`src/rtl/core/crm_pkg.sv`:
```
`default_nettype none
package crm_pkg;

   localparam int KEY_W = 160;

   // status codes
   localparam logic [2:0] ST_INSERTED  = 3'd0;
   localparam logic [2:0] ST_DUPLICATE = 3'd1;
   localparam logic [2:0] ST_FULL      = 3'd2;
   localparam logic [2:0] ST_RESOLVED  = 3'd3;
   localparam logic [2:0] ST_TOO_DEEP  = 3'd4;

   // operation codes
   localparam logic OP_INSERT  = 1'b0;
   localparam logic OP_RESOLVE = 1'b1;

   // register indexes
   localparam logic REG_KEEP  = 1'b0;
   localparam logic REG_DEPTH = 1'b1;

   typedef struct packed {
      logic        op;
      logic [63:0] key_hi;
      logic [63:0] key_mid;
      logic [31:0] key_lo;
      logic [63:0] value_hi;
      logic [63:0] value_mid;
      logic [31:0] value_lo;
   } req_type;

   typedef struct packed {
      logic [2:0]  status;
      logic [63:0] result_hi;
      logic [63:0] result_mid;
      logic [31:0] result_lo;
      logic [4:0]  hops;
   } rsp_type;

   // controller to datapath
   typedef struct packed {
      logic load;        // capture request, start search
      logic probe;       // issue a read at the midpoint
      logic compare;     // evaluate read data, narrow the range
      logic next_round;  // follow replacement as new key
      logic shift_rd;    // read entry below shift pointer
      logic shift_wr;    // write it one place up
      logic put_new;     // write new pair at insertion point
      logic put_dup;     // overwrite replacement of match
      logic set_result;  // build result register
      logic send;        // move finished result to output register
      logic [2:0] status;
   } cmd_type;

   // datapath to controller
   typedef struct packed {
      logic op;
      logic range_empty;
      logic found;
      logic full;
      logic shift_done;
      logic rounds_done;
   } sts_type;

endpackage
`default_nettype wire

```
`src/rtl/core/crm_ctrl.sv`:
```
`default_nettype none
module crm_ctrl (
   input  wire logic             clock,
   input  wire logic             reset,
   input  wire logic             req_valid,
   output logic                  req_ready,
   output logic                  rsp_valid,
   input  wire logic             rsp_ready,
   input  wire logic             keep_dup,
   input  wire crm_pkg::sts_type sts,
   output crm_pkg::cmd_type      cmd
);
   localparam logic [2:0] S_IDLE  = 3'd0;
   localparam logic [2:0] S_CHECK = 3'd1;
   localparam logic [2:0] S_READ  = 3'd2;
   localparam logic [2:0] S_CMP   = 3'd3;
   localparam logic [2:0] S_SHRD  = 3'd4;
   localparam logic [2:0] S_SHWR  = 3'd5;
   localparam logic [2:0] S_RESP  = 3'd6;

   logic [2:0] state_ff, state_in;
   logic rsp_valid_ff, rsp_valid_in;

   assign req_ready = (state_ff == S_IDLE);
   assign rsp_valid = rsp_valid_ff;

   always_comb begin
      state_in = state_ff;
      rsp_valid_in = rsp_valid_ff;
      cmd = '0;
      if (rsp_valid_ff && rsp_ready) begin
         rsp_valid_in = 1'b0;
      end
      unique case (state_ff)
         S_IDLE: begin
            if (req_valid) begin
               cmd.load = 1'b1;
               state_in = S_CHECK;
            end
         end
         // range test: probe or conclude
         S_CHECK: begin
            if (sts.found || sts.range_empty) begin
               if (sts.op == crm_pkg::OP_INSERT) begin
                  if (sts.found) begin
                     cmd.put_dup = !keep_dup;
                     cmd.status = crm_pkg::ST_DUPLICATE;
                     state_in = S_RESP;
                  end else if (sts.full) begin
                     cmd.status = crm_pkg::ST_FULL;
                     state_in = S_RESP;
                  end else if (sts.shift_done) begin
                     cmd.put_new = 1'b1;
                     cmd.status = crm_pkg::ST_INSERTED;
                     state_in = S_RESP;
                  end else begin
                     state_in = S_SHRD;
                  end
               end else if (!sts.found) begin
                  cmd.status = crm_pkg::ST_RESOLVED;
                  state_in = S_RESP;
               end else if (sts.rounds_done) begin
                  cmd.status = crm_pkg::ST_TOO_DEEP;
                  cmd.next_round = 1'b1;
                  state_in = S_RESP;
               end else begin
                  cmd.next_round = 1'b1;
               end
               if (state_in == S_RESP) begin
                  cmd.set_result = 1'b1;
               end
            end else begin
               cmd.probe = 1'b1;
               state_in = S_READ;
            end
         end
         S_READ: state_in = S_CMP;
         S_CMP: begin
            cmd.compare = 1'b1;
            state_in = S_CHECK;
         end
         // move entries up one place
         S_SHRD: begin
            cmd.shift_rd = 1'b1;
            state_in = S_SHWR;
         end
         S_SHWR: begin
            cmd.shift_wr = 1'b1;
            state_in = S_CHECK;
         end
         // hand result to the output register once it is free
         S_RESP: begin
            if (!rsp_valid_ff || rsp_ready) begin
               cmd.send = 1'b1;
               rsp_valid_in = 1'b1;
               state_in = S_IDLE;
            end
         end
         default: state_in = S_IDLE;
      endcase
   end

   always_ff @(posedge clock) begin
      if (reset) begin
         state_ff <= S_IDLE;
         rsp_valid_ff <= 1'b0;
      end else begin
         state_ff <= state_in;
         rsp_valid_ff <= rsp_valid_in;
      end
   end
endmodule
`default_nettype wire

```
`config.mk`:
```
export PLATFORM = sky130hd
export DESIGN_NAME = crm_ctrl
export DESIGN_NICKNAME = d
export VERILOG_FILES = /design/src/rtl/core/crm_pkg.sv /design/src/rtl/core/crm_ctrl.sv
export SDC_FILE = /design/constraint.sdc
export NUM_CORES = 1
export LEC_CHECK = 0
export BUFFER_PORTS_ARGS = -buffer_cell sky130_fd_sc_hd__buf_2
export CORE_AREA = 2 2 39 41
export CTS_BUF_LIST = sky130_fd_sc_hd__clkbuf_16
export DETAILED_ROUTE_END_ITERATION = 6
export DIE_AREA = 0 0 41 43
export GPL_ROUTABILITY_DRIVEN = 1
export GPL_TIMING_DRIVEN = 0
export PLACE_DENSITY_LB_ADDON = 0.1
export SETUP_SLACK_MARGIN = 0.1
export SYNTH_ARGS = -nofsm -noshare
export SYNTH_HDL_FRONTEND = slang
export SYNTH_SLANG_ARGS = --single-unit
```
`constraint.sdc`:
```
create_clock -name clock -period 2.65 [get_ports clock]
set_clock_uncertainty 0.15 [all_clocks]
set_input_delay 0.53 -clock clock [delete_from_list [all_inputs] [get_ports clock]]
set_output_delay 0.53 -clock clock [all_outputs]
set_load 0.005 [all_outputs]
```
==> results.toml <==
[drt]
viasPerCell = 4.806
drc = 0
drtAntennaViolNets = 0
via_count = 447
wl_per_cell_um = 10.28
routed_wl_um = 956
firstDrtPassIters = 3
drtIter0Drc = 11

[sta]
worst_pin_slew_ns = 0.3675
fmax_mhz = 437.8
rsz0062_at_grt = "false"
finalHoldViolations = 0
timing.slew.headroom = 0.7528
setup_tns_ns = 0
finalMaxSlewViolations = 0
period_needed_ns = 2.284
setup_violations = 0
fin_crit_sh = 0.8619

[clocking]
cts_tree = "yes"
insertion_delay_ns = 0.22
post_cts_buffers = 0
ctsLongestPathBuffers = 2
cts_root_buf = "clkbuf_16"
htreeDepth = 1
cts.sink_count = 4
hold_buffers = 0
cts_buffers = 3
path_clk_slew_ns = 0.03
postCtsResizedCells = 0

[cells_and_area]
antenna_cells = 0
final_common_cell = "buf_2"
stdcell_count = 93
area_delta_synth_final_pct = 58.47
drive_above_1_share = 0.4675
final_net_count = 91
fill_cells = 152
final_cell_mix = "buf_2, nor3_1, and2_1, nor2_1, dfxtp_1"

[floorplanning]
initial_utilization = 0.2722
die_w_um = 41
design.core.area_um2 = 1384
rows = 14
ios = 26
dieHeight_um = 43
dieArea_um2 = 1763

[setup_path]
crit_start = "state_ff[0]"
worstRegToRegCells = 4
r2r_setup_slack_ns = 0.99
worstPathRequired_ns = 1.97
r2r-start = "state_ff[0]"
cp_max_fo = 9
crit_end = "cmd[6]"
startpoint_type = "register"
r2r_end = "state_ff[2]"
cp-end-kind = "output pin"
crit_arrival_ns = 1.60
crit_type = "register to output pin"

[outcome]
status = "finished, final reports clean"

[synth]
netlist_area_um2 = 376.6
synth_nets = 61
synth-async-reset-ratio = 0
yosysTopAreaCell = "dfxtp_1"
yosys-top-cells-area = "dfxtp_1, nor4b_1, and2_1"
synth_area_per_cell_um2 = 7.686
synthCells = 49
synth_edf_count = 0
synthFlopType = "dfxtp_1"
yosys_warnings = 0
ys_seq_area_frac = 0.2126
synth_top_area_frac = 0.2126
synth-seq-cells = 4
synth.distinct_cells = 28

[placement]
port_buffers = 25
placedCellCount = 90
dp_hpwl_um = 738
gp_congestion = 0.6717

[pwr]
p_int_uw = 320.6
power.switching_uw = 102.4
seqPwrFrac = 0.177
clockPowerShare = 0.549
p_sw_frac = 0.2420
p_comb_frac = 0.274
p_leak_nw = 0.2991
power_density_nw_per_um2 = 708.7
peakVddDrop_uv = 249.3

[grt]
grt_pass1_vias = 382
grt_first_pass_wirelength_mm = 1.545
grt_usage = 0.1294
grt_overflow = 0
antenna_found_initial = 0
grt_start_max_net_pins = 10

[hold_path]
hp-class = "input port to register"

[flow_run]
cap_violations = 0
==> synth_stat cells (2+ instances only) <==
| cell type | n |
|---|---|
| inv_1 | 3 |
| a21oi_1 | 2 |
| nor4b_1 | 3 |
| and2_1 | 4 |
| nor2_1 | 4 |
| nor3_1 | 5 |
| nand2_1 | 2 |
| nor4_1 | 2 |
| buf_6 | 2 |
| dfxtp_1 | 4 |
==> power by group through the flow <==
stage               clock [mW]  combinational (mW)  sequential (mW)
CTS                      0.235               0.117           0.0752
detailed placement           0               0.117           0.0758
global route             0.242               0.130           0.0762
floorplan                    0              0.0776           0.0739
finish                   0.232               0.116           0.0749
global placement             0               0.118           0.0758
==> final cells by class <==
class	instances	area, µm²	share of cell area
plain buffers	4	31.28	0.05241
well taps	16	20.02	0.03354
flip-flops and latches	4	80.08	0.1342
repair buffers	25	125.1	0.2096
multi-input cells	38	254.0	0.4256
clock buffers	3	75.07	0.1258
inverters	3	11.26	0.01887
==> layer usage <==
layer	wire (µm)	track usage	vias up	part of all wire
met1	463	0.1795	187	0.48
met4	0	0.08000	0	0
li1	-	-	236	-
met3	84	0.03141	0	0.088
met5	0	0	-	0
met2	408	0.1719	24	0.43
==> how the worst min path moves through the flow <==
stage / endpoint / cells past startpoint / startpoint / slack (ns)
6_report: state_ff[2] / 2 / reset / 0.37
4_1_cts: state_ff[2] / 2 / reset / 0.37
3_5_place_dp: rsp_valid / 2 / rsp_valid / 0.41
2_1_floorplan: rsp_valid / 2 / rsp_valid / 0.37
3_3_place_gp: rsp_valid / 2 / rsp_valid / 0.40
5_1_grt: state_ff[2] / 2 / reset / 0.37
==> registers in the layout, summed over array words and instances (netlist names) <==
| name | cells |
|---|---|
| state_ff | 3 |
| rsp_valid | 1 |
==> worst max-delay path: stages (launching register included) <==
cell and delay [ns]:
dfxtp_1 0.42, or3b_1 0.39, buf_6 0.15, nor4b_1 0.26, buf_2 0.16
==> logic make-up (layout without fill, tap and decap cells) <==
group                    count (synthesis)  in the layout  synth area share
flip-flops                               4              4            0.2126
AND/OR/NAND/NOR                         29             29            0.4751
adder cells (fa/ha/maj)                  1              1           0.03322
AO/OA/AOI/OAI                            8              8            0.1661
buffers and inverters                    7             35            0.1129
==> metrics by stage <==
stage	setup slack (ns)	instance area (µm²)	hold WS, ns	util	power, mW
after floorplan	0.7195	376.6	0.3689	-	0.1515
after global placement	0.4886	521.8	0.4031	0.3770	0.1936
after detailed placement	0.5030	521.8	0.4055	0.3770	0.1924
after CTS	0.3543	596.8	0.3704	0.4313	0.4270
after global routing	0.2656	596.8	0.3734	0.4313	0.4488
final	0.3661	596.8	0.3682	0.4313	0.4229
(Power assumes the default switching activity.)
